[src/rtl/pwq_pkg.sv]
`timescale 1ns / 1ps
// ----------------------------------------------------------------------------
// Priority wait queue package
// Request and status codes and the control and status structs shared between
// the controller and the datapath.
// ----------------------------------------------------------------------------
package pwq_pkg;

    localparam logic       REQ_INSERT  = 1'b0;
    localparam logic       REQ_EXTRACT = 1'b1;

    localparam logic [1:0] ST_INSERTED  = 2'd0;
    localparam logic [1:0] ST_EXTRACTED = 2'd1;
    localparam logic [1:0] ST_EMPTY     = 2'd2;
    localparam logic [1:0] ST_FULL      = 2'd3;

    typedef struct packed {
        logic ins;
        logic ext;
    } t_cmd;

    typedef struct packed {
        logic full;
        logic empty;
    } t_stat;

endpackage

[src/rtl/pwq_datapath.sv]
`timescale 1ns / 1ps
// ----------------------------------------------------------------------------
// Priority wait queue datapath
// Sorted shift-register chain of task slots with an occupancy counter. Every
// slot compares its priority with the new word in parallel and either holds,
// takes the new word or takes a neighboring slot's word.
// ----------------------------------------------------------------------------
module pwq_datapath #(
    parameter int QUEUE_DEPTH = 16
) (
    input  logic                             i_clk,
    input  logic                             i_rst_n,
    input  pwq_pkg::t_cmd                    i_cmd,
    input  logic [7:0]                       i_task_id,
    input  logic [7:0]                       i_task_priority,
    output pwq_pkg::t_stat                   o_stat,
    output logic [7:0]                       o_head_task,
    output logic [$clog2(QUEUE_DEPTH+1)-1:0] o_count
);
    import pwq_pkg::*;

    localparam int CW = $clog2(QUEUE_DEPTH + 1);

    logic [7:0]          r_task [QUEUE_DEPTH];
    logic [7:0]          r_prio [QUEUE_DEPTH];
    logic [7:0]          n_task [QUEUE_DEPTH];
    logic [7:0]          n_prio [QUEUE_DEPTH];
    logic [CW-1:0]       r_count;
    logic [CW-1:0]       n_count;
    logic [QUEUE_DEPTH-1:0] lower;

    always_comb begin
        for (int i = 0; i < QUEUE_DEPTH; i++) begin
            lower[i] = (CW'(i) >= r_count) || (r_prio[i] < i_task_priority);
        end
    end

    always_comb begin
        for (int i = 0; i < QUEUE_DEPTH; i++) begin
            n_task[i] = r_task[i];
            n_prio[i] = r_prio[i];
        end
        n_count = r_count;
        if (i_cmd.ins) begin
            n_count = r_count + CW'(1);
            if (lower[0]) begin
                n_task[0] = i_task_id;
                n_prio[0] = i_task_priority;
            end
            for (int i = 1; i < QUEUE_DEPTH; i++) begin
                if (lower[i] && !lower[i-1]) begin
                    n_task[i] = i_task_id;
                    n_prio[i] = i_task_priority;
                end else if (lower[i]) begin
                    n_task[i] = r_task[i-1];
                    n_prio[i] = r_prio[i-1];
                end
            end
        end else if (i_cmd.ext) begin
            n_count = r_count - CW'(1);
            for (int i = 0; i < QUEUE_DEPTH - 1; i++) begin
                n_task[i] = r_task[i+1];
                n_prio[i] = r_prio[i+1];
            end
        end
    end

    always_ff @(posedge i_clk) begin
        for (int i = 0; i < QUEUE_DEPTH; i++) begin
            r_task[i] <= n_task[i];
            r_prio[i] <= n_prio[i];
        end
    end

    always_ff @(posedge i_clk) begin
        if (!i_rst_n) begin
            r_count <= '0;
        end else begin
            r_count <= n_count;
        end
    end

    assign o_stat.full  = (r_count == CW'(QUEUE_DEPTH));
    assign o_stat.empty = (r_count == '0);
    assign o_head_task  = r_task[0];
    assign o_count      = r_count;

`ifndef SYNTHESIS
    a_count_bound: assert property (@(posedge i_clk) disable iff (!i_rst_n)
        r_count <= CW'(QUEUE_DEPTH))
        else $error("Queue count exceeds depth.");

    a_one_cmd: assert property (@(posedge i_clk) disable iff (!i_rst_n)
        !(i_cmd.ins && i_cmd.ext))
        else $error("Insert and extract issued together.");

    a_ins_count: assert property (@(posedge i_clk) disable iff (!i_rst_n)
        i_cmd.ins |=> r_count == $past(r_count) + CW'(1))
        else $error("Insert did not grow the queue by one.");

    a_ext_count: assert property (@(posedge i_clk) disable iff (!i_rst_n)
        i_cmd.ext |=> r_count == $past(r_count) - CW'(1))
        else $error("Extract did not shrink the queue by one.");

    a_head_sorted: assert property (@(posedge i_clk) disable iff (!i_rst_n)
        r_count >= CW'(2) |-> r_prio[0] >= r_prio[1])
        else $error("Head slot is not the most urgent.");
`endif

endmodule

[src/rtl/pwq_ctrl.sv]
`timescale 1ns / 1ps
// ----------------------------------------------------------------------------
// Priority wait queue controller
// Decodes each accepted request against the full and empty flags into a
// datapath command and registers the result word with its strobe.
// ----------------------------------------------------------------------------
module pwq_ctrl (
    input  logic           i_clk,
    input  logic           i_rst_n,
    input  logic           start,
    output logic           busy,
    input  logic           i_req_type,
    input  pwq_pkg::t_stat i_stat,
    input  logic [7:0]     i_head_task,
    output pwq_pkg::t_cmd  o_cmd,
    output logic           o_valid,
    output logic [1:0]     o_status,
    output logic [7:0]     o_out_task_id
);
    import pwq_pkg::*;

    logic       accept;
    logic       r_valid;
    logic [1:0] r_status;
    logic [1:0] n_status;
    logic [7:0] r_out_id;
    logic [7:0] n_out_id;

    assign busy   = 1'b0;
    assign accept = start && !busy;

    always_comb begin
        o_cmd.ins = 1'b0;
        o_cmd.ext = 1'b0;
        n_status  = ST_INSERTED;
        n_out_id  = '0;
        case (i_req_type)
            REQ_INSERT: begin
                if (i_stat.full) begin
                    n_status = ST_FULL;
                end else begin
                    o_cmd.ins = accept;
                end
            end
            REQ_EXTRACT: begin
                if (i_stat.empty) begin
                    n_status = ST_EMPTY;
                end else begin
                    o_cmd.ext = accept;
                    n_status  = ST_EXTRACTED;
                    n_out_id  = i_head_task;
                end
            end
            default: begin
                n_status = ST_INSERTED;
            end
        endcase
    end

    always_ff @(posedge i_clk) begin
        if (!i_rst_n) begin
            r_valid <= 1'b0;
        end else begin
            r_valid <= accept;
        end
    end

    always_ff @(posedge i_clk) begin
        if (accept) begin
            r_status <= n_status;
            r_out_id <= n_out_id;
        end
    end

    assign o_valid       = r_valid;
    assign o_status      = r_status;
    assign o_out_task_id = r_out_id;

endmodule

[src/rtl/priority_wait_queue.sv]
`timescale 1ns / 1ps
// ----------------------------------------------------------------------------
// Priority wait queue
// Bounded waiting queue of task identifiers sorted by priority, ties served
// in arrival order.
// ----------------------------------------------------------------------------
// A request word is taken at a rising edge where start is high and busy is
// low. i_req_type selects insert or extract; insert carries i_task_id and
// i_task_priority, where a larger priority is more urgent.
// Every request gives exactly one result word, shown for one cycle with
// o_valid high in the cycle after acceptance: o_status, o_out_task_id (the
// extracted task, otherwise zero) and o_waiting_count, the occupancy after
// the request, low five bits.
// Throughput is one request per cycle. The slots
// form a shift-register chain in which every slot compares its priority
// with the new word at once, so each request finishes without a stall and
// busy stays low.
// An insert into a full queue is dropped with status full; an extract from
// an empty queue reports status empty.
// Reset empties the queue and clears the strobe; slot contents are not
// cleared. The receiver cannot stall and must take each word as it appears.
// ----------------------------------------------------------------------------
module priority_wait_queue #(
    parameter int QUEUE_DEPTH = 16
) (
    input  logic       i_clk,
    input  logic       i_rst_n,
    input  logic       start,
    output logic       busy,
    input  logic       i_req_type,
    input  logic [7:0] i_task_id,
    input  logic [7:0] i_task_priority,
    output logic       o_valid,
    output logic [1:0] o_status,
    output logic [7:0] o_out_task_id,
    output logic [4:0] o_waiting_count
);
    import pwq_pkg::*;

    localparam int CW = $clog2(QUEUE_DEPTH + 1);

    t_cmd          cmd;
    t_stat         stat;
    logic [7:0]    head_task;
    logic [CW-1:0] count;
    logic [CW+4:0] count_ext;

    pwq_ctrl u_ctrl (
        .i_clk         (i_clk),
        .i_rst_n       (i_rst_n),
        .start         (start),
        .busy          (busy),
        .i_req_type    (i_req_type),
        .i_stat        (stat),
        .i_head_task   (head_task),
        .o_cmd         (cmd),
        .o_valid       (o_valid),
        .o_status      (o_status),
        .o_out_task_id (o_out_task_id)
    );

    pwq_datapath #(
        .QUEUE_DEPTH (QUEUE_DEPTH)
    ) u_datapath (
        .i_clk           (i_clk),
        .i_rst_n         (i_rst_n),
        .i_cmd           (cmd),
        .i_task_id       (i_task_id),
        .i_task_priority (i_task_priority),
        .o_stat          (stat),
        .o_head_task     (head_task),
        .o_count         (count)
    );

    assign count_ext       = {{5{1'b0}}, count};
    assign o_waiting_count = count_ext[4:0];

endmodule

[config.mk]
export PLATFORM = sky130hd
export DESIGN_NAME = priority_wait_queue
export DESIGN_NICKNAME = d
export VERILOG_FILES = /design/src/rtl/pwq_pkg.sv /design/src/rtl/pwq_datapath.sv /design/src/rtl/pwq_ctrl.sv /design/src/rtl/priority_wait_queue.sv
export SDC_FILE = /design/constraint.sdc
export NUM_CORES = 1
export LEC_CHECK = 0
export BUFFER_PORTS_ARGS = -buffer_cell sky130_fd_sc_hd__buf_2
export CAP_MARGIN = 25
export CORE_MARGIN = 3
export CORE_UTILIZATION = 55
export CTS_CLUSTER_DIAMETER = 80
export DETAILED_ROUTE_END_ITERATION = 12
export GPL_ROUTABILITY_DRIVEN = 0
export HOLD_SLACK_MARGIN = 0.05
export PLACE_DENSITY = 0.7
export REMOVE_ABC_BUFFERS = 1
export SLEW_MARGIN = 20
export SYNTH_ARGS = -nofsm -noshare
export SYNTH_HDL_FRONTEND = slang
export SYNTH_SLANG_ARGS = --single-unit
[constraint.sdc]
create_clock -name i_clk -period 4.13 [get_ports i_clk]
set_input_delay 1.0325 -clock i_clk [delete_from_list [all_inputs] [get_ports i_clk]]
set_output_delay 1.0325 -clock i_clk [all_outputs]
set_load 0.005 [all_outputs]
==> run_summary.xml <==
<?xml version="1.0" encoding="UTF-8"?>
<metrics>
  <group name="final_layout">
    <metric name="final_net_count" unit="">1740</metric>
    <metric name="syn_to_layout_area_delta" unit="%">11.2</metric>
    <metric name="n_fill_cell" unit="">2351</metric>
    <metric name="final_core_utilization" unit="">0.631</metric>
    <metric name="drive_above_1_share" unit="">0.119</metric>
  </group>
  <group name="worst_setup_path">
    <metric name="category_of_the_worst_setup_path_launch_point" unit="">register</metric>
    <metric name="crit_type" unit="">register to register</metric>
    <metric name="worst_ep_arrival_time" unit="ns">3.50</metric>
    <metric name="delay_of_the_slowest_cell_on_the_worst_path" unit="ns">0.76</metric>
    <metric name="kind_of_capture_point_of_the_worst_setup_path" unit="">register</metric>
    <metric name="reg2reg_setup_slack" unit="ns">0.92</metric>
    <metric name="worst-endpoint-required" unit="ns">4.43</metric>
    <metric name="critical_path_slowest_stage_cell" unit="">sky130_fd_sc_hd__o211ai_4</metric>
    <metric name="crit_path_cell_trace" unit="">inv_1 &gt; ha_1 &gt; or3b_1 &gt; o211ai_4 &gt; buf_4 &gt; o21ai_0</metric>
    <metric name="critical-path-top-delay-family" unit="">compound AO/OA/AOI/OAI gates</metric>
    <metric name="crit_fanout" unit="">46</metric>
    <metric name="bufs_and_invs_on_worst_path" unit="">2</metric>
  </group>
  <group name="detailed_routing">
    <metric name="ant_nets" unit="">0</metric>
    <metric name="via_per_inst" unit="">6.12</metric>
    <metric name="initialDrtViolationCount" unit="">1059</metric>
    <metric name="drt_wl_total" unit="um">40000</metric>
    <metric name="via_count" unit="">12300</metric>
    <metric name="post-route-drc-count" unit="">0</metric>
    <metric name="avgRoutedWirePerCell" unit="um">19.9</metric>
    <metric name="drtPass1Iterations" unit="">5</metric>
  </group>
  <group name="cts">
    <metric name="cts_inserted_buffers" unit="">31</metric>
    <metric name="cts.root.buffer_cell" unit="">sky130_fd_sc_hd__clkbuf_16</metric>
    <metric name="htreeDepth" unit="">1</metric>
    <metric name="holdBufCountCts" unit="">0</metric>
    <metric name="post-cts-setup-buffer-count" unit="">0</metric>
    <metric name="cts.clk_slew.worst_paths" unit="ns">0.06</metric>
    <metric name="tritoncts_sink_count" unit="">272</metric>
    <metric name="clock_tree_from_tritoncts" unit="">built</metric>
    <metric name="cts-resized-gates" unit="">0</metric>
    <metric name="clk_latency" unit="ns">0.58</metric>
    <metric name="max-clock-path-buffers" unit="">3</metric>
  </group>
  <group name="sta">
    <metric name="grt_setup_unrepaired" unit="">no</metric>
    <metric name="maxClockFrequency" unit="MHz">312</metric>
    <metric name="drv_slew" unit="">0</metric>
    <metric name="min_period" unit="ns">3.21</metric>
    <metric name="finalHoldViolations" unit="">0</metric>
    <metric name="timing.final.setup_violations" unit="">0</metric>
    <metric name="slew_headroom" unit="">0.381</metric>
    <metric name="finalClockSkew" unit="ns">0.00697</metric>
    <metric name="tightest_slew" unit="ns">0.924</metric>
    <metric name="min_period_over_period" unit="">0.777</metric>
  </group>
  <group name="synthesis">
    <metric name="synth_cell_type_count" unit="">62</metric>
    <metric name="post-synth-top-area-fraction" unit="">0.481</metric>
    <metric name="synthesis.instances" unit="">1575</metric>
    <metric name="synth_most_common_cell" unit="">sky130_fd_sc_hd__edfxtp_1</metric>
    <metric name="synth-main-ff-cell" unit="">sky130_fd_sc_hd__edfxtp_1</metric>
    <metric name="ys_seq_area_frac" unit="">0.488</metric>
    <metric name="syn_warnings" unit="">0</metric>
    <metric name="synth.largest_area_cell" unit="">sky130_fd_sc_hd__edfxtp_1</metric>
    <metric name="synth_enable_flop_cells" unit="">266</metric>
    <metric name="synth.area.top_cells" unit="">sky130_fd_sc_hd__edfxtp_1 (48%), sky130_fd_sc_hd__mux2i_1 (11%), sky130_fd_sc_hd__ha_1 (8.8%), sky130_fd_sc_hd__o21ai_0 (5.6%), sky130_fd_sc_hd__nand2_1 (4.9%)</metric>
    <metric name="synth_cell_count_leaders" unit="">sky130_fd_sc_hd__edfxtp_1 (266), sky130_fd_sc_hd__nand2_1 (216), sky130_fd_sc_hd__mux2i_1 (186)</metric>
    <metric name="synth-async-reset-ratio" unit="">0</metric>
    <metric name="synth-seq-cells" unit="">272</metric>
    <metric name="post_synth.cell_area_avg" unit="sq um">10.5</metric>
    <metric name="synth.cell_area" unit="sq um">16600</metric>
  </group>
  <group name="die">
    <metric name="fp.dieArea" unit="sq um">32300</metric>
    <metric name="die_height" unit="um">180</metric>
    <metric name="num_rows" unit="">62</metric>
    <metric name="initial_core_util" unit="">0.568</metric>
    <metric name="chipWidth" unit="um">180</metric>
    <metric name="design.portCount" unit="">37</metric>
    <metric name="design.core.area" unit="sq um">29200</metric>
  </group>
  <group name="job">
    <metric name="maxCapViolations" unit="">0</metric>
  </group>
  <group name="placement">
    <metric name="detailedPlacementHpwl" unit="um">28600</metric>
    <metric name="placement.io_buffers" unit="">35</metric>
  </group>
  <group name="global_route">
    <metric name="grt_pass1_wl" unit="um">66300</metric>
    <metric name="grt_util_all_layers" unit="">0.244</metric>
    <metric name="grt_pass1_vias" unit="">12800</metric>
    <metric name="congestion_overflow_gr" unit="">0</metric>
    <metric name="grt_max_degree" unit="">94</metric>
    <metric name="antenna_found_initial" unit="">1</metric>
  </group>
  <group name="pwr">
    <metric name="leakage" unit="nW">7.59</metric>
    <metric name="power_per_standard_cell_area" unit="nW/um^2">756</metric>
    <metric name="p_total" unit="mW">14.0</metric>
    <metric name="power.ir.vdd_worst" unit="V">0.000466</metric>
  </group>
  <group name="status">
    <metric name="outcome" unit="">finished, final reports clean</metric>
  </group>
  <group name="worst_hold_path">
    <metric name="hp-class" unit="">register to register</metric>
  </group>
</metrics>
## routing by layer
metal | GRT usage | routed length [um] | vias up
met2 | 0.403 | 18800 | 334
met3 | 0.0271 | 1810 | 62
met5 | 0 | 0 | -
met1 | 0.348 | 18600 | 5986
li1 | - | - | 5938
met4 | 0.0579 | 852 | 0
## worst paths after layout
path	start	end	depth (start not counted)
min reg2reg	u_datapath.r_task[1][60]	u_datapath.r_task[1][52]	2
min	u_datapath.r_task[1][60]	u_datapath.r_task[1][52]	2
max	u_datapath.o_count[1]	u_datapath.r_prio[1][28]	6
max reg2reg	u_datapath.o_count[1]	u_datapath.r_prio[1][28]	6
## cells in the final DEF (no fill, tap or decap), drive strengths merged, types with 6 or more instances in the layout
master | netlist | routed
nor2b | 6 | 6
buf | 42 | 105
nand2b | 12 | 12
mux2 | 16 | 16
mux2i | 186 | 186
bufinv | 0 | 6
a21oi | 97 | 97
and2 | 17 | 17
nand3 | 43 | 43
clkinv | 0 | 9
dfxtp | 6 | 6
edfxtp | 266 | 266
o21ai | 208 | 208
clkbuf | 68 | 42
inv | 13 | 14
a2111oi | 7 | 7
nor2 | 112 | 112
ha | 117 | 117
o211ai | 10 | 10
a31oi | 39 | 39
nand4 | 11 | 11
o21a | 12 | 12
nand2 | 216 | 216
nor3 | 11 | 11
a211oi | 8 | 8
## stage by stage
stage	area [sq um]	setup TNS [ns]	hold slack [ns]	worst slack, ns	std cells
2_1_floorplan	16100	-530.30	0.503	-3.20	1465
3_3_place_gp	17400	0	0.510	0.517	1953
3_5_place_dp	17400	0	0.526	0.460	1953
4_1_cts	18500	0	0.537	0.920	2011
5_1_grt	18500	0	0.567	0.719	2012
6_report	18500	0	0.533	0.923	2013
## report_power, final
part	switching, mW	internal [mW]
logic	3.18	2.13
clock network	1.14	1.82
registers	0.888	4.80
total	5.20	8.76
## worst reg2reg max path, delay by kind of cell (launching register included)
kind,cells,cell delay (ns)
buffers and inverters,2,0.74
flip-flops,1,0.48
AO/OA/AOI/OAI,2,0.95
AND/OR/NAND/NOR,1,0.47
adder cells (fa/ha/maj),1,0.29
## cells by family (layout without fill, tap and decap cells)
group / after synthesis / after routing / share of synthesized area
buffers and inverters: 123 / 176 / 0.0355
xor gates and xnor gates: 6 / 6 / 0.00317
AOI/OAI and AO/OA: 407 / 407 / 0.144
muxes: 202 / 202 / 0.123
DFF: 272 / 272 / 0.488
other: 1 / 2 / 0.000226
and+or+nand+nor: 447 / 447 / 0.118
adders and majority gates: 117 / 117 / 0.0882
## sequential cells by signal (all words and copies together), names as in the netlist
register / flops
u_datapath.r_prio: 128
u_ctrl.o_out_task_id: 8
u_datapath.r_task: 128
u_ctrl.o_status: 2
u_ctrl.o_valid: 1
u_datapath.o_count: 5
## area by class of cell
type | count | area [sq um] | area share
timing repair buffer | 105 | 767 | 0.0415
clock inverter | 16 | 238 | 0.0129
tap | 384 | 480 | 0.0260
clock buffer | 42 | 857 | 0.0464
multi-input combinational | 1180 | 7960 | 0.431
antenna | 1 | 2.50 | 0.000136
sequential | 272 | 8110 | 0.439
inverter | 13 | 48.8 | 0.00264
(Power assumes the default switching activity.)
